### config.mk
export PLATFORM = sky130hd
export DESIGN_NAME = brec_ram
export DESIGN_NICKNAME = d
export VERILOG_FILES = /design/src/hdl/brec_ram.sv
export SDC_FILE = /design/constraint.sdc
export NUM_CORES = 1
export LEC_CHECK = 0
export BUFFER_PORTS_ARGS = -buffer_cell sky130_fd_sc_hd__buf_2
export CORE_MARGIN = 5
export CORE_UTILIZATION = 30
export DETAILED_ROUTE_END_ITERATION = 10
export PLACE_DENSITY = 0.56
export SETUP_SLACK_MARGIN = 0.3
export SYNTH_ARGS = -nofsm -noshare
export SYNTH_HDL_FRONTEND = slang
export SYNTH_SLANG_ARGS = --single-unit
### constraint.sdc
create_clock -name clk -period 3.36 [get_ports clk]
set_clock_uncertainty 0.2 [all_clocks]
set_input_delay 0.336 -clock clk [delete_from_list [all_inputs] [get_ports clk]]
set_output_delay 0.336 -clock clk [all_outputs]
set_load 0.005 [all_outputs]
### src/hdl/brec_ram.sv
// generic single-clock ram: one write port, one read port, registered read
// no dependencies

module brec_ram #(
	parameter int WIDTH = 8,
	parameter int DEPTH = 16
) (
	input  logic                                   clk,
	input  logic                                   we,
	input  logic [((DEPTH > 1) ? $clog2(DEPTH) : 1)-1:0] waddr,
	input  logic [WIDTH-1:0]                       wdata,
	input  logic                                   re,
	input  logic [((DEPTH > 1) ? $clog2(DEPTH) : 1)-1:0] raddr,
	output logic [WIDTH-1:0]                       rdata
);

	logic [WIDTH-1:0] mem [DEPTH];

	always_ff @(posedge clk) begin
		if (we) begin
			mem[waddr] <= wdata;
		end
		if (re) begin
			rdata <= mem[raddr];
		end
	end

endmodule

# Word level (Yosys, flattened, before mapping)
# Memories as Yosys holds them, arrays and structs flattened. A register that Yosys moved wholly into a read port is not among the register bits.
# Index checks and enable logic that the tools add are counted.
# Widths: inputs -> output; s select.
# word_totals
regBits	0
ramBits	128
out_inout_bits	8
word_cells	3
n_memories	1
# mem_list
memory	words	word_bits	rd	rd_ports_with_merged_regs	write_ports	line	text
mem	16	8	1	1	1	17	logic [WIDTH-1:0] mem [DEPTH];
# op_classes
muxes	2
# op_table
op	n
$mux 1	2

# Depth between registers and ports, before layout
# depth
depth_word	2
mapped_depth	5

# Least setup slack after synthesis
# OpenSTA, ideal clock, no wires.
# synth_path
path_kind	input-to-reg
from	input port waddr[2] (netlist bit)
to	memory mem[0][0] (enable)
setup_ns	0.383
arrival_time_ns	1.446
required_ns	2.777
setup_slack_ns	1.331
path_stages	2
path_buffers	0
path_cell_list	or3b_2 nor3_1
# synth_rtl
item	line	text
start, declared	10	input logic [((DEPTH > 1) ? $clog2(DEPTH) : 1)-1:0] waddr,
end, declared	17	
# Straight into the memory's write port.

==> metrics.md <==
| Metric | Value |
|---|---|
| Status | `finished, final reports clean` |
| Cts repair resizes | `0` |
| Layout area overhead | `20.34%` |
| Via count | `2,434` |
| Crit path largest cell delay | `0.57 ns` |
| Post-Synthesis Net Count | `248` |
| Post-synth design cell area | `5228 sq um` |
| Final ANT Viol Nets | `0` |
| Setup CP Type | `primary input to flip-flop` |
| Sink Count | `136` |
| Core outline area | `17,180 sq um` |
| Row Count | `48` |
| WL final | `10,810 um` |
| RSZ-0062 raised after global routing | `false` |
| Met3 WL post-DR | `571 um` |
| Cells after Synth | `229` |
| CTS tree | `yes` |
| Grt ovf | `0` |
| DR WL/cell | `20.94 um` |
| DP Worst Slack | `0.9257 ns` |
| P per Cell Area | `647.4 nW/um^2` |
| Yosys top cell area share | `78.12%` |
| Number of diodes | `0` |
| Period utilisation layout | `59.86%` |
| Starting Density | `30.43%` |
| Hold Path Class | `primary input to flip-flop` |
| End-of-flow core utilization | `36.63%` |
| Placer's final routability congestion estimate | `0.7202` |
| Clock buffer depth | `2` |
| Setup WS post-layout | `1.349 ns` |
| Cell chain of the critical path | `buf_2, buf_4, mux4_1, a22oi_1, nand2_1` |
| Clk_lat worst skew | `0.42 ns` |
| CTS Hold Bufs | `0` |
| Die area | `20,170 sq um` |
| Pleak | `2.093 nW` |
| Met2 WL | `5056 um` |
| First-pass detailed-route iteration total | `5` |
| # port buffers | `26` |
| Drt initial violations | `260` |
| Yosys cell types | `18` |
| DR top layer | `met4` |
| Hold Slack | `0.09330 ns` |
| Flops & latches, synth | `136` |
| Slew margin rel. | `32.03%` |
| Sequential fraction of the synthesis area | `78.12%` |
| Share of cells above drive strength 1 | `30.93%` |
| Critical-path top delay cell | `mux4_1` |
| H-Tree Depth | `4` |
| Vert. Die Dim | `142.0 um` |
| Total CTS buffers | `17` |
| Slew at the pin with the worst max-slew slack | `1.016 ns` |
| Largest net degree at the start of global routing | `22` |
| Largest area contributor in the netlist | `edfxtp_1` |
| Setup violators final | `0` |
| Fillers | `1,598` |
| Startpoint Class | `primary input` |
| First-pass GRT wire length | `16,320 um` |
| Max Cap Viol | `0` |
| Final min period | `2.011 ns` |
| Total GRT Usage | `11.40%` |
| CP Capture Type | `flip-flop` |
| Fin. Hold Viols | `0` |
| Final cell count without fillers | `516` |
| Via-to-Cell Ratio | `4.717` |
| CTS root buffer | `clkbuf_16` |
| Slew Viols, Final | `0` |
| Drt drc | `0` |
| Placed Cells incl. Taps | `484` |
| CP max FO | `11` |
| Setup TNS | `0 ns` |
| # nets final | `297` |
| # Post-CTS Setup Buffers | `0` |
| Maximum clock rate | `497.2 MHz` |
| Arrival @ worst endpoint | `1.96 ns` |
| Number of global-route vias before repair | `2,544` |
| DPL Wire Length | `6888 um` |
| Ports | `27` |
| Clock slew at reported path FFs | `0.06 ns` |
| WP data required | `3.31 ns` |
| Synth top area cells | `edfxtp_1 78%, mux4_2 7.8%, mux4_1 7.0%` |
| Syn_area_per_cell | `22.83 sq um` |
| Initial antenna violation count | `0` |
| Routed length on met1 | `5076 um` |
| DIE WIDTH | `142.0 um` |
| Worst VDD drop | `324.0 uV` |
| Synthesis warning total | `0` |
[worst paths after layout]
| kind | from | endpoint | cells past startpoint | slack, ns |
|---|---|---|---|---|
| worst max register to register | mem[3][7]$_DFFE_PP_ | rdata[7]$_DFFE_PP_ | 3 | 1.57 |
| worst min-delay path | re | rdata[0]$_DFFE_PP_ | 1 | 0.09 |
| worst min register to register | mem[14][0]$_DFFE_PP_ | rdata[0]$_DFFE_PP_ | 3 | 0.54 |
| worst max-delay path | raddr[0] | rdata[3]$_DFFE_PP_ | 5 | 1.35 |
[routing by layer]
layer | track usage, % | up-vias
li1 | - | 1077
met1 | 16.21 | 1276
met2 | 16.75 | 72
met3 | 3.831 | 9
met4 | 3.333 | 0
met5 | 0 | -
[state kept, by name, indices dropped and copies added, names as in the netlist]
signal,flops
mem,128
rdata,8
[cell usage after synthesis]
master and n:
or3b_2 1, nand3_1 1, nand2_1 9, and2_1 1
mux4_1 14, a22oi_1 16, buf_6 3, nor2_1 13
nor3_1 4, nor2b_1 1, and2b_1 1, buf_4 1
nand2b_1 2, buf_2 3, nand3b_1 2, mux4_2 18
edfxtp_1 136, clkdlybuf4s25_2 3
[through the flow]
stage	area (sq um)	total power, mW
5_1_grt	6291	4.206
3_5_place_dp	5658	2.132
2_1_floorplan	5228	2.051
3_3_place_gp	5658	2.127
4_1_cts	6291	4.100
6_report	6291	4.073
[cell type report]
| cell class | count | area, sq um | area share [%] |
|---|---|---|---|
| Clock buffer | 17 | 425.4 | 6.762 |
| Clock inverter | 15 | 207.7 | 3.302 |
| Multi-Input combinational cell | 83 | 1057 | 16.81 |
| Sequential cell | 136 | 4084 | 64.92 |
| Tap cell | 225 | 281.5 | 4.475 |
| Timing Repair Buffer | 40 | 235.2 | 3.739 |
[critical path, delay by kind of cell]
| family | cells | cell delay (ns) |
|---|---|---|
| AO/OA/AOI/OAI | 1 | 0.27 |
| buffers and inverters | 2 | 0.63 |
| AND/OR/NAND/NOR | 1 | 0.14 |
| multiplexers | 1 | 0.57 |
[logic make-up (layout without fill, tap and decap cells)]
kind of cell    after synthesis  count (layout)  share of synthesized area [%]
buf+inv                      10              72                          1.651
flops                       136             136                          78.12
simple gates                 35              35                          3.136
mux                          32              32                          14.79
compound gates               16              16                          2.298
[placed cells by master (no fill, tap or decap)]
cell type / count
edfxtp_1: 136
nand3_1: 1
or3b_2: 1
clkinv_2: 6
mux4_2: 18
nand2_1: 9
clkinv_4: 1
nor3_1: 4
nor2b_1: 1
and2_1: 1
nor2_1: 13
nand3b_1: 2
clkinv_1: 1
buf_4: 14
bufinv_16: 5
a22oi_1: 16
and2b_1: 1
nand2b_1: 2
buf_2: 26
clkinvlp_4: 2
mux4_1: 14
clkbuf_16: 17
[power breakdown]
part / total (mW) / switching [mW] / internal (mW)
registers: 1.92 / 0.00962 / 1.91
clock network: 1.98 / 0.677 / 1.30
logic: 0.170 / 0.101 / 0.0699
total: 4.07 / 0.787 / 3.29
Power figures use the tool's default switching activity.
