**src/hdl/brec_pkg.sv**
```systemverilog
// shared constants and types for the bit row equivalence classifier
// no dependencies; imported by every module of the block but brec_ram

package brec_pkg;

	localparam int ROW_BITS    = 64;
	localparam int TABLE_DEPTH = 128;

	// fixed widths of the port fields
	localparam int TAG_W    = 16;
	localparam int ROW_IN_W = 64;
	localparam int UCNT_W   = 8;

	localparam int ADDR_W = (TABLE_DEPTH > 1) ? $clog2(TABLE_DEPTH) : 1;
	localparam int CNT_W  = $clog2(TABLE_DEPTH + 1);

	typedef struct packed {
		logic [TAG_W-1:0]    tag;
		logic [ROW_BITS-1:0] row;
	} entry_t;

	localparam int ENTRY_W = $bits(entry_t);

	// table access from the scan controller
	typedef struct packed {
		logic              rd_en;
		logic [ADDR_W-1:0] rd_addr;
		logic              wr_en;
		logic [ADDR_W-1:0] wr_addr;
		entry_t            wr_data;
	} mem_req_t;

	// finished classification handed to the output register
	typedef struct packed {
		logic              valid;
		logic [TAG_W-1:0]  class_tag;
		logic              is_new;
		logic              table_full;
		logic [UCNT_W-1:0] unique_count;
	} result_t;

endpackage

```
**src/hdl/brec_scan.sv**
```systemverilog
// scan controller: walks the table in insertion order, appends new rows
// depends on brec_pkg; drives the entry ram through mem_req_t

module brec_scan import brec_pkg::*; (
	input  logic                clk,
	input  logic                arst_n,
	input  logic                start,
	input  logic [TAG_W-1:0]    start_tag,
	input  logic [ROW_BITS-1:0] start_row,
	output logic                busy,
	output mem_req_t            mem_req,
	input  entry_t              rd_data,
	output result_t             res,
	input  logic                res_ready
);

	typedef enum logic [2:0] {
		ST_IDLE = 3'b001,
		ST_SCAN = 3'b010,
		ST_HOLD = 3'b100
	} state_t;

	state_t              state_q;
	logic [CNT_W-1:0]    count_q;
	logic [CNT_W-1:0]    issue_q;
	logic                cmp_v_q;
	logic [TAG_W-1:0]    tag_q;
	logic [ROW_BITS-1:0] row_q;
	logic [TAG_W-1:0]    res_tag_q;
	logic                res_new_q;
	logic                res_full_q;

	logic                   hit;
	logic                   miss_done;
	logic                   room;
	logic                   rd_en;
	logic [CNT_W+UCNT_W-1:0] count_ext;

	assign hit       = cmp_v_q && (rd_data.row == row_q);
	assign miss_done = !hit && (issue_q == count_q);
	assign room      = count_q < CNT_W'(TABLE_DEPTH);
	assign rd_en     = (state_q == ST_SCAN) && (issue_q != count_q) && !hit;

	always_comb begin
		mem_req.rd_en        = rd_en;
		mem_req.rd_addr      = issue_q[ADDR_W-1:0];
		mem_req.wr_en        = (state_q == ST_SCAN) && miss_done && room;
		mem_req.wr_addr      = count_q[ADDR_W-1:0];
		mem_req.wr_data.tag  = tag_q;
		mem_req.wr_data.row  = row_q;
	end

	// saturate the count to the 8-bit field
	assign count_ext = {{UCNT_W{1'b0}}, count_q};

	always_comb begin
		res.valid        = (state_q == ST_HOLD);
		res.class_tag    = res_tag_q;
		res.is_new       = res_new_q;
		res.table_full   = res_full_q;
		res.unique_count = (count_ext > (CNT_W+UCNT_W)'(255)) ? 8'hFF : count_ext[UCNT_W-1:0];
	end

	assign busy = (state_q != ST_IDLE);

	always_ff @(posedge clk or negedge arst_n) begin
		if (!arst_n) begin
			state_q <= ST_IDLE;
			count_q <= '0;
			issue_q <= '0;
			cmp_v_q <= 1'b0;
		end else begin
			cmp_v_q <= rd_en;
			unique case (state_q)
				ST_IDLE: begin
					if (start) begin
						issue_q <= '0;
						state_q <= ST_SCAN;
					end
				end
				ST_SCAN: begin
					if (rd_en) begin
						issue_q <= issue_q + CNT_W'(1);
					end
					if (hit) begin
						state_q <= ST_HOLD;
					end else if (miss_done) begin
						if (room) begin
							count_q <= count_q + CNT_W'(1);
						end
						state_q <= ST_HOLD;
					end
				end
				ST_HOLD: begin
					if (res_ready) begin
						state_q <= ST_IDLE;
					end
				end
				default: begin
					state_q <= ST_IDLE;
				end
			endcase
		end
	end

	// payload registers
	always_ff @(posedge clk) begin
		if (state_q == ST_IDLE && start) begin
			tag_q <= start_tag;
			row_q <= start_row;
		end
		if (state_q == ST_SCAN) begin
			if (hit) begin
				res_tag_q  <= rd_data.tag;
				res_new_q  <= 1'b0;
				res_full_q <= 1'b0;
			end else if (miss_done) begin
				res_tag_q  <= tag_q;
				res_new_q  <= 1'b1;
				res_full_q <= !room;
			end
		end
	end

endmodule

```
**config.mk**
```make
export PLATFORM = sky130hd
export DESIGN_NAME = brec_scan
export DESIGN_NICKNAME = d
export VERILOG_FILES = /design/src/hdl/brec_pkg.sv /design/src/hdl/brec_scan.sv
export SDC_FILE = /design/constraint.sdc
export NUM_CORES = 1
export LEC_CHECK = 0
export BUFFER_PORTS_ARGS = -buffer_cell sky130_fd_sc_hd__buf_2
export CORE_MARGIN = 8
export CORE_UTILIZATION = 48
export CTS_BUF_LIST = sky130_fd_sc_hd__clkbuf_4 sky130_fd_sc_hd__clkbuf_8 sky130_fd_sc_hd__clkbuf_16
export DETAILED_ROUTE_END_ITERATION = 8
export GPL_TIMING_DRIVEN = 0
export PLACE_DENSITY = 0.95
export RECOVER_POWER = 50
export SLEW_MARGIN = 0
export SYNTH_ARGS = -nofsm -noshare
export SYNTH_HDL_FRONTEND = slang
export SYNTH_SLANG_ARGS = --single-unit
```
**constraint.sdc**
```tcl
create_clock -name clk -period 8.9 [get_ports clk]
set_clock_uncertainty 0.2 [all_clocks]
set_input_delay 0.445 -clock clk [delete_from_list [all_inputs] [get_ports clk]]
set_output_delay 0.445 -clock clk [all_outputs]
set_load 0.01 [all_outputs]
```
## Word level (Yosys, flattened, before mapping)

Cells that the tools add are included.

- Bits in registers: 118
- Input port bits: 164
- Output and inout port bits: 124
- Logic and storage cells: 53

- Add/sub/neg operators: 2
- Magnitude comparators: 2
- Equal/unequal tests: 11
- Muxes and demuxes: 13
- Bitwise operators: 1
- Reduce and logical (&&, ||, !) cells: 15

Operator list:

| cell | number |
|---|---|
| equality test 64 bit | 1 |
| two-way mux 16 bit | 2 |
| two-way mux 8 bit | 3 |
| adder 8 x 1 -> 8 bit (second input constant) | 2 |
| case mux 8 bit (2 select lines) | 1 |
| two-way mux 3 bit | 4 |
| case mux 3 bit (3 select lines) | 1 |
| equality test 8 bit | 1 |
| > comparator 8 bit (second input constant) | 1 |
| < comparator 8 bit (second input constant) | 1 |
| inequality test 8 bit | 1 |
| logical AND 1 bit | 7 |
| AND reduction 3 bit | 2 |
| inequality test 2 bit (second input constant) | 2 |
| AND reduction 4 bit | 1 |
| nonzero test 2 bit | 2 |
| equality test 3 x 1 -> 1 bit (second input constant) | 1 |
| equality test 3 x 2 -> 1 bit (second input constant) | 1 |
| equality test 3 bit (second input constant) | 1 |
| inequality test 3 x 1 -> 1 bit (second input constant) | 1 |
| inequality test 3 bit (second input constant) | 1 |
| logical NOT 1 bit | 2 |
| two-way mux 1 bit | 2 |
| inequality test 2 x 1 -> 1 bit (second input constant) | 1 |
| other kinds (2) | 2 |

## Depth between registers and ports, before layout

Gate-level depths: netlist of run 1.

- Depth after elaboration: 7
- Mapped depth: 8
- Depth with buffers taken out: 7

## Worst setup path after synthesis of run 1

No wires, ideal clock.

- Path kind: input-to-reg
- Start point: input port rd_data[61] in the netlist's numbering
- End point: register res_full_q, enable pin
- Setup time: 393 ps
- Arrival time: 2845 ps
- Required time: 8307 ps
- Setup slack: 5463 ps
- Cell stages on the path: 8
- Buffers on the path: 1
- Path through: nor2b_1 -> a2111o_1 -> or4_1 -> nor2_1 -> and4_1 -> buf_2 -> a21oi_1 -> nor2_1

- Cells in the longest elaborated chain, start to end: 6

Ends and longest elaborated chain:

| item | line | text |
|---|---|---|
| start, declared | brec_scan.sv:12 | `input entry_t rd_data,` |
| equality test 64 bit * | brec_scan.sv:39 | `assign hit = cmp_v_q && (rd_data.row == row_q);` |
| logical AND 1 bit * | brec_scan.sv:39 |  |
| logical NOT 1 bit | brec_scan.sv:40 | `assign miss_done = !hit && (issue_q == count_q);` |
| logical AND 1 bit | brec_scan.sv:40 |  |
| nonzero test 2 bit (no line) * | n/a |  |
| AND reduction 2 bit (no line) * | n/a |  |
| end signal, assigned | brec_scan.sv:120 | `res_full_q <= !room;` |
| end, declared | brec_scan.sv:31 | `logic res_full_q;` |

Every way passes the cells marked *; elsewhere a longest branch is shown, timed or not.
A chain may end at the register's enable or synchronous reset.

## Final worst setup path of run 1

- Start point: register row_q[62]
- End point: output port mem_req[95] in the netlist's numbering

- Cells in the longest elaborated chain, start to end: 4

Ends and longest elaborated chain:

| item | line | text |
|---|---|---|
| start, declared | brec_scan.sv:28 | `logic [ROW_BITS-1:0] row_q;` |
| start signal, assigned | brec_scan.sv:110 | `row_q <= start_row;` |
| equality test 64 bit | brec_scan.sv:39 |  |
| logical AND 1 bit | brec_scan.sv:39 |  |
| logical NOT 1 bit | brec_scan.sv:42 | `assign rd_en = (state_q == ST_SCAN) && (issue_q != count_q) && !hit;` |
| logical AND 1 bit | brec_scan.sv:42 |  |
| end, declared | brec_scan.sv:11 | `output mem_req_t mem_req,` |

Every way passes these cells.

==> flow_metrics.tcl, run 1 <==
set metrics [dict create \
    cts_tree "done" \
    crit_arrival_ps 3130 \
    yosysTopAreaCell "edfxtp_1" \
    detail_route.vias_per_cell 5.38 \
    worstPathRequired_ps 8260 \
    synth-compound-area-share_pct 2.79 \
    status "completed" \
    netlist_instances 358 \
    synth_top_family_by_area "simple AND/OR/NAND/NOR gates" \
    slew_violations 0 \
    synth_mux_area_share_pct 5.33 \
    grt_use_total_pct 27.6 \
    ir_drop_mv 0.152 \
    synthSimpleGateAreaFrac_pct 10.7 \
    first_iter_violations 383 \
    numCtsBuffers 17 \
    clkPwrFrac_pct 35.2 \
    syn-mean-instance-area_um2 14.4 \
    power.internal_mw 1.27 \
    post_cts_resize_count 0 \
    synth_ff_type "edfxtp_1" \
    placedCellCount 786 \
    rows 38 \
    io_buffers 287 \
    grt_setup_unrepaired "false" \
    synth_xor_area_share_pct 9.84 \
    swShare_pct 29.5 \
    crit_chain "nor2b_1 > a2111o_1 > or4_1 > nor4_1 > and4_1 > buf_4 > nor2_1 > buf_4 > buf_2" \
    ys_types 41 \
    drc 0 \
    async_flop_share_pct 16.9 \
    crit_top_cell "buf_4" \
    fp.dieArea_um2 14300 \
    core_area_um2 10700 \
    setup_viol 0 \
    crit_fanout 10 \
    overflow 0 \
    place_congestion 0.848 \
    finalWirelength_um 20100 \
    postRouteAntennaNets 0 \
    tns_ps 0 \
    synth-adder-area-share_pct 0.485 \
    wl_per_cell_um 22.2 \
    drv_cap 0 \
    min_path_type "input port to flip-flop" \
    cp-start-kind "flip-flop" \
    combPwrFrac_pct 20.8 \
    pwr-share-seq_pct 43.9 \
    firstDrtPassIters 5 \
    die_h_um 120 \
    finish.instance_area_um2 8050 \
    hold_violations 0 \
    relSlewSlack_pct 30.2 \
    grt_max_degree 46 \
    layoutNonFillerInstCount 902 \
    synthToLayoutAreaGrowth_pct 56.0 \
    ys_seq_area_share_pct 66.8 \
    synth_common_cells "edfxtp_1 (98), xor2_1 (50), dfrtp_1 (19), nand2_1 (19), buf_4 (18)" \
    synth_largest_type_area_fraction_pct 57.0 \
    path_clk_slew_ps 60 \
    fin_hold_ws_ps 40.1 \
    grt_pass1_wl_um 30100 \
    synthesis.area_um2 5160 \
    worst_slew_pin_slew_ps 1050 \
    synth_most_common_cell "edfxtp_1" \
    yosys-top-cells-area "edfxtp_1 (57%), dfrtp_1 (9.2%), xor2_1 (8.5%)" \
    p_per_area_nw_per_um2 224 \
    num_vias 4856 \
    clk_path_buf_depth 2 \
    htreeDepth 4 \
    dpl.hpwl_um 13300 \
    p_leak_nw 3.42 \
    cts-root-buf "clkbuf_8" \
    yosys_warnings 0 \
    post_cts_buffers 0 \
    finalPower_mw 1.80 \
    critPathCaptureType "primary output" \
    initial_core_util_pct 48.4 \
    hold_buffers 82 \
    synth_enable_flop_cells 98 \
    cp_slowest_cell "or4_1" \
    clkLatencyLatePin_ps 510 \
    pin_count 288 \
    p_sw_mw 0.532 \
    fin_crit_ps 3770 \
    fmax_ghz 0.265 \
    fin_nets 913 \
    fin_util_pct 75.6 \
    die_width_um 120 \
    cts_num_sinks 118 \
    ys_seq_elements 118 \
    synth_fp_nets 524 \
    antenna_found_initial 2 \
    drive_gt1_share_pct 34.9 \
    place_area_um2 6790 \
    place_ws_ps 4710 \
    fin_ws_ps 5130 \
    critPathKind "flip-flop to primary output" \
    grt_pass1_vias 5505 \
    fin_crit_sh_pct 42.4 \
    crit_path_max_incr_delay_ps 530 \
]
final timing paths:
kind / slack (ps) / startpoint / cells after the start / to
min reg2reg: 330 / issue_q[7]$_DFFE_PN0P_ / 1 / issue_q[7]$_DFFE_PN0P_
max in group asynchronous: 7430 / arst_n / 2 / count_q[2]$_DFFE_PN0P_
min in group asynchronous: 440 / arst_n / 2 / issue_q[6]$_DFFE_PN0P_
min: 40 / rd_data[75] / 2 / res_tag_q[11]$_DFFE_PP_
max reg2reg: 5290 / row_q[62]$_DFFE_PP_ / 8 / res_tag_q[15]$_DFFE_PP_
max: 5130 / row_q[62]$_DFFE_PP_ / 9 / mem_req[95]
worst max-delay path: cells and delay by family (launching register included):
kind                   cells  cell delay (ps)
flip-flops                 1              440
AO/OA/AOI/OAI              1              320
AND/OR/NAND/NOR            5             1380
buffers and inverters      3              480
placed cells by master, fill, tap and decap left out, drive strengths merged, types with 11 or more instances in the layout:
master | netlist | layout
nor2 | 17 | 17
xor2 | 50 | 50
clkbuf | 1 | 115
nor4 | 14 | 14
mux2 | 17 | 17
buf | 20 | 213
dfrtp | 19 | 19
nand2 | 19 | 19
inv | 16 | 16
nand2b | 13 | 13
dlygate4sd3 | 0 | 82
edfxtp | 98 | 98
nor2b | 11 | 11
cell type report:
type                            instances  area, um^2
Buffer                                 21         149
Tap cell                              140         175
Clock buffer                           19         429
Sequential cell                       118        3440
Antenna cell                            3        7.51
Fill cell                             701        2600
Multi-Input combinational cell        203        1510
Inverter                               16        62.6
Timing Repair Buffer                  370        2160
Clock inverter                         12         113
registers in the layout (all words and copies together) (netlist names):
| register | count |
|---|---|
| cmp_v_q | 1 |
| count_q | 8 |
| issue_q | 8 |
| res_full_q | 1 |
| res_new_q | 1 |
| res_tag_q | 16 |
| row_q | 64 |
| state_q | 3 |
| tag_q | 16 |
power by group through the flow:
stage | Clock, mW | Combinational [mW] | Sequential [mW]
5_1_grt | 0.661 | 0.403 | 0.799
3_5_place_dp | 0 | 0.349 | 0.789
4_1_cts | 0.638 | 0.382 | 0.782
6_report | 0.635 | 0.376 | 0.793
2_1_floorplan | 0 | 0.142 | 0.817
3_3_place_gp | 0 | 0.325 | 0.792
kinds of logic after synthesis:
family / Yosys count
flip-flops: 118
AND/OR/NAND/NOR: 101
XOR/XNOR: 58
buffers and inverters: 37
multiplexers: 25
AO/OA/AOI/OAI: 17
adder cells (fa/ha/maj): 2
metal layers:
metal  vias up  wire, um  GRT usage, %
met2       355     10700          49.8
met5         -         0             0
met4         0      1310          20.9
met3       106      1820          9.58
met1      2320      6270          25.1
li1       2075         -             -
No activity file was read; power rests on OpenSTA's default activity.
==> run 2, diff against run 1 <==
--- a/config.mk
+++ b/config.mk
@@ -7,11 +7,11 @@
 export LEC_CHECK = 0
 export BUFFER_PORTS_ARGS = -buffer_cell sky130_fd_sc_hd__buf_2
 export CORE_MARGIN = 8
-export CORE_UTILIZATION = 48
+export CORE_UTILIZATION = 45
 export CTS_BUF_LIST = sky130_fd_sc_hd__clkbuf_4 sky130_fd_sc_hd__clkbuf_8 sky130_fd_sc_hd__clkbuf_16
 export DETAILED_ROUTE_END_ITERATION = 8
 export GPL_TIMING_DRIVEN = 0
-export PLACE_DENSITY = 0.95
+export PLACE_DENSITY = 0.9
 export RECOVER_POWER = 50
 export SLEW_MARGIN = 0
 export SYNTH_ARGS = -nofsm -noshare
==> constraint.sdc (replaced) <==
create_clock -name clk -period 3.69 [get_ports clk]
set_clock_uncertainty 0.2 [all_clocks]
set_input_delay 0.1845 -clock clk [delete_from_list [all_inputs] [get_ports clk]]
set_output_delay 0.1845 -clock clk [all_outputs]
set_load 0.01 [all_outputs]
==> run 2 against run 1 <==
Effect of this change:
- non-clock buffer count is 17 higher
- clock power grew to 2.6 times the previous value
- flip-flop and latch count stayed put
==> flow_metrics.tcl, run 2 (synthesized netlist as in run 1, its figures left out) <==
set metrics [dict create \
    status "completed" \
    cts-root-buf "clkbuf_16" \
    setup_viol 0 \
    cts_tree "done" \
    holdCritStartpoint "start" \
    clk_path_buf_depth 2 \
    top_register "row_q" \
    p_per_area_nw_per_um2 538 \
    crit_fanout 12 \
    fmax_ghz 0.288 \
    crit_start "row_q[62]$_DFFE_PP_" \
    fin_hold_ws_ps 76.6 \
    grt_max_degree 48 \
    worst_slew_pin_slew_ps 1100 \
    clkLatencyLatePin_ps 400 \
    grt_pass1_vias 5252 \
    place_congestion 0.883 \
    grt_use_total_pct 25.3 \
    firstDrtPassIters 4 \
    drive_gt1_share_pct 35.1 \
    grt_setup_unrepaired "false" \
    core_area_um2 11300 \
    r2r-start "row_q[62]$_DFFE_PP_" \
    cts_num_sinks 118 \
    hold_violations 0 \
    dpl.hpwl_um 12900 \
    critPathKind "flip-flop to flip-flop" \
    worstPathRequired_ps 3590 \
    die_h_um 123 \
    fin_util_pct 73.2 \
    die_width_um 123 \
    drv_cap 0 \
    place_area_um2 6810 \
    cp-start-kind "flip-flop" \
    layout_common_cells "buf_2 (199), dlygate4sd3_1 (98), edfxtp_1 (98)" \
    drc 0 \
    largest_reg_flops 64 \
    final_common_cell "buf_2" \
    fin_nets 930 \
    slew_violations 0 \
    critPathCaptureType "flip-flop" \
    fill_cells 748 \
    rows 39 \
    numCtsBuffers 17 \
    relSlewSlack_pct 26.4 \
    wl_per_cell_um 21.0 \
    path_clk_slew_ps 60 \
    overflow 0 \
    grt_pass1_wl_um 28600 \
    post_cts_buffers 0 \
    fin_crit_sh_pct 94.1 \
    num_vias 4727 \
    initial_core_util_pct 45.6 \
    fin_crit_ps 3470 \
    ir_drop_mv 0.379 \
    pin_count 288 \
    fp.dieArea_um2 15100 \
    detail_route.vias_per_cell 5.12 \
    p_leak_nw 3.53 \
    antenna_found_initial 3 \
    synthToLayoutAreaGrowth_pct 60.6 \
    htreeDepth 4 \
    top_regs "row_q x64, res_tag_q x16, tag_q x16" \
    io_buffers 287 \
    postRouteAntennaNets 0 \
    finalWirelength_um 19400 \
    min_path_type "input port to flip-flop" \
    crit_arrival_ps 3370 \
    first_iter_violations 342 \
    finish.instance_area_um2 8290 \
]
-- run 2: cell types whose count changed in the layout (fill, tap and decap cells not counted), sizes merged --
cell	delta
buf	+6
clkinvlp	+1
dlygate4sd3	+16
diode	+1
clkinv	-5
-- run 2: critical path, stage by stage (launching register included) --
cell,delay [ps]
edfxtp_1,430
nor2b_1,170
a2111o_1,330
or4_1,530
nor2_1,120
and4_1,340
buf_2,300
a21oi_1,120
nor2_2,340
buf_4,290
-- run 2: what timing repair did --
action,CTS,global route
setup endpoints to repair,0,12
hold buffers,98,0
endpoints found under the hold margin,118,0
gates resized for setup,0,1
-- run 2: cell type report --
type	count	area, um^2	area share, %
antenna	4	10.0	0.121
multi-input combinational	203	1510	18.2
timing repair buffer	387	2330	28.1
tap	143	179	2.16
clock buffer	24	503	6.07
clock inverter	8	97.6	1.18
sequential	118	3440	41.6
inverter	16	62.6	0.755
buffer	21	149	1.80
-- run 2: path summary, 6_finish.rpt --
kind                                          end  slack, ps  cells past startpoint
max in group asynchronous  issue_q[5]$_DFFE_PN0P_       2310                      2
min in group asynchronous  count_q[6]$_DFFE_PN0P_        310                      2
max reg2reg                res_tag_q[3]$_DFFE_PP_        220                      9
min                        state_q[0]$_DFFE_PN1P_         80                      5
max                        res_tag_q[3]$_DFFE_PP_        220                      9
min reg2reg                issue_q[7]$_DFFE_PN0P_        330                      1
-- run 2: per-layer routing --
metal | wire length (um) | global-route usage [%] | vias to the layer above
met2 | 10500 | 47.0 | 304
met3 | 1610 | 7.53 | 62
met4 | 842 | 14.4 | 0
met5 | 0 | 0 | -
met1 | 6390 | 24.6 | 2249
li1 | - | - | 2112
-- run 2: report_power, final --
part / switching [mW] / internal, mW / total [mW]
Sequential: 0.164 / 1.73 / 1.90
Clock: 0.573 / 1.08 / 1.66
Combinational: 0.516 / 0.385 / 0.901
Total: 1.25 / 3.20 / 4.46
-- run 2: stage by stage --
step	cells	power [mW]	setup TNS, ps	setup WS (ps)
after CTS	920	4.48	0	48.3
after global routing	923	4.61	0	20.9
final	924	4.46	0	216
after global placement	788	2.69	-10570	-303
after detailed placement	790	2.74	0	78.2
after floorplan	358	2.31	0	272
==> run 3, diff against run 2 <==
--- a/config.mk
+++ b/config.mk
@@ -10,7 +10,6 @@
 export CORE_UTILIZATION = 45
 export CTS_BUF_LIST = sky130_fd_sc_hd__clkbuf_4 sky130_fd_sc_hd__clkbuf_8 sky130_fd_sc_hd__clkbuf_16
 export DETAILED_ROUTE_END_ITERATION = 8
-export GPL_TIMING_DRIVEN = 0
 export PLACE_DENSITY = 0.9
 export RECOVER_POWER = 50
 export SLEW_MARGIN = 0
==> run 3 against run 2 <==
Effect of this change:
- critical path depth down 2
- global-route usage about the same
- die area unchanged
- combinational power down 2.4%
- non-clock buffer count down 20
- register-to-register slack better by 480 ps
- critical path type is now flip-flop to primary output
- sequential power about the same
- largest power group unchanged
- design area down 2.3%
- setup slack better by 130 ps
- clock power down 5%
- first-iteration DRC count up 12%
==> flow_metrics.tcl, run 3 (synthesized netlist as in run 1, its figures left out) <==
set metrics [dict create \
    slew_violations 0 \
    finalWirelength_um 19400 \
    crit_arrival_ps 2960 \
    numCtsBuffers 17 \
    worstPathRequired_ps 3310 \
    first_iter_violations 383 \
    dpl.hpwl_um 12900 \
    htreeDepth 4 \
    initial_core_util_pct 45.6 \
    fin_nets 910 \
    postRouteAntennaNets 0 \
    grt_max_degree 43 \
    critPathKind "flip-flop to primary output" \
    grt_use_total_pct 25.3 \
    clkLatencyLatePin_ps 420 \
    cts_num_sinks 118 \
    min_path_type "input port to flip-flop" \
    firstDrtPassIters 5 \
    fp.dieArea_um2 15100 \
    hold_violations 0 \
    fin_crit_ps 3350 \
    top_layer "met4" \
    drive_gt1_share_pct 32.5 \
    largest_reg_flops 64 \
    crit_path_max_incr_delay_ps 530 \
    ir_drop_mv 0.407 \
    layout_common_cells "buf_2 (193), dlygate4sd3_1 (98), edfxtp_1 (98)" \
    drc 0 \
    p_per_area_nw_per_um2 538 \
    fmax_ghz 0.299 \
    path_delay_family "simple AND/OR/NAND/NOR gates" \
    drv_cap 0 \
    clkPwrFrac_pct 36.3 \
    cp_num_buf_inv 1 \
    grt_pass1_wl_um 28600 \
    top_register "row_q" \
    swShare_pct 29.2 \
    detail_route.vias_per_cell 5.22 \
    status "completed" \
    pwr-share-seq_pct 43.5 \
    cts-root-buf "clkbuf_16" \
    fin_hold_ws_ps 52.5 \
    core_area_um2 11300 \
    final_common_cell "buf_2" \
    grt_pass1_vias 5158 \
    die_width_um 123 \
    top_regs "row_q x64, res_tag_q x16, tag_q x16" \
    wl_met2_um 10600 \
    wl_met3_um 1960 \
    path_clk_slew_ps 60 \
    antenna_found_initial 2 \
    power.internal_mw 3.08 \
    wl_per_cell_um 21.5 \
    overflow 0 \
    cts_tree "done" \
    pin_count 288 \
    rows 39 \
    clk_path_buf_depth 2 \
    combPwrFrac_pct 20.2 \
    p_sw_mw 1.27 \
    setup_viol 0 \
    cp-start-kind "flip-flop" \
    io_buffers 287 \
    synthToLayoutAreaGrowth_pct 56.9 \
    num_vias 4710 \
    place_congestion 0.850 \
    grt_setup_unrepaired "false" \
    tns_ps 0 \
    relSlewSlack_pct 26.9 \
    critPathCaptureType "primary output" \
    post_cts_buffers 0 \
    drt-met1-wl_um 6160 \
    crit_fanout 10 \
    worst_slew_pin_slew_ps 1100 \
    cp_slowest_cell "or4_1" \
    fin_crit_sh_pct 90.7 \
    die_h_um 123 \
    crit_chain "nor2b_1 > a2111o_1 > or4_1 > nor4_1 > and4_1 > nor2_1 > buf_2" \
    p_leak_nw 3.38 \
]
[run 3: per-stage QoR]
step	worst slack (ps)	cells	total power [mW]	instance area, um^2	utilization (%)
global placement	826	770	2.68	6660	58.9
floorplan	272	358	2.31	5160	-
detailed placement	758	770	2.72	6660	58.9
CTS	367	900	4.38	8210	72.5
global route	217	902	4.52	8090	71.5
finish	344	902	4.36	8090	71.5
[run 3: final timing paths]
path | from | endpoint | slack (ps) | depth (start not counted)
max in group asynchronous | arst_n | issue_q[4]$_DFFE_PN0P_ | 2320 | 2
min in group asynchronous | arst_n | count_q[6]$_DFFE_PN0P_ | 290 | 2
min | start | state_q[0]$_DFFE_PN1P_ | 50 | 5
min reg2reg | issue_q[7]$_DFFE_PN0P_ | issue_q[7]$_DFFE_PN0P_ | 320 | 1
max | row_q[62]$_DFFE_PP_ | mem_req[95] | 340 | 7
max reg2reg | row_q[62]$_DFFE_PP_ | res_tag_q[4]$_DFFE_PP_ | 700 | 7
[run 3: power groups by stage]
stage | Combinational [mW] | Clock (mW) | Sequential [mW]
3_3_place_gp | 0.795 | 0 | 1.88
4_1_cts | 0.907 | 1.59 | 1.88
5_1_grt | 0.946 | 1.66 | 1.92
3_5_place_dp | 0.819 | 0 | 1.90
6_report | 0.879 | 1.58 | 1.90
2_1_floorplan | 0.342 | 0 | 1.97
[run 3: worst min-delay path, stage by stage]
cell and delay [ps]:
buf_2 90, nor2b_1 130, nand2_1 70, a21oi_1 60, nor2_1 90
[run 3: area by class of cell]
type	count	area, um^2
diodes	2	5.00
clock buffers	17	425
clock inverters	15	138
fillers	759	3230
inverters	16	61.3
multi-input cells	203	1510
flip-flops and latches	118	3440
well taps	143	179
repair buffers	388	2330
[run 3: per-layer routing]
layer	up-vias	GRT usage, %
met2	297	45.9
met4	0	12.6
met5	-	0
met1	2280	25.2
li1	2075	-
met3	58	9.13
[run 3: repair_timing]
action / 4_1_cts / 5_1_grt
hold buffers: 98 / 0
resized for setup: 0 / 0
endpoints found under the hold margin: 118 / 0
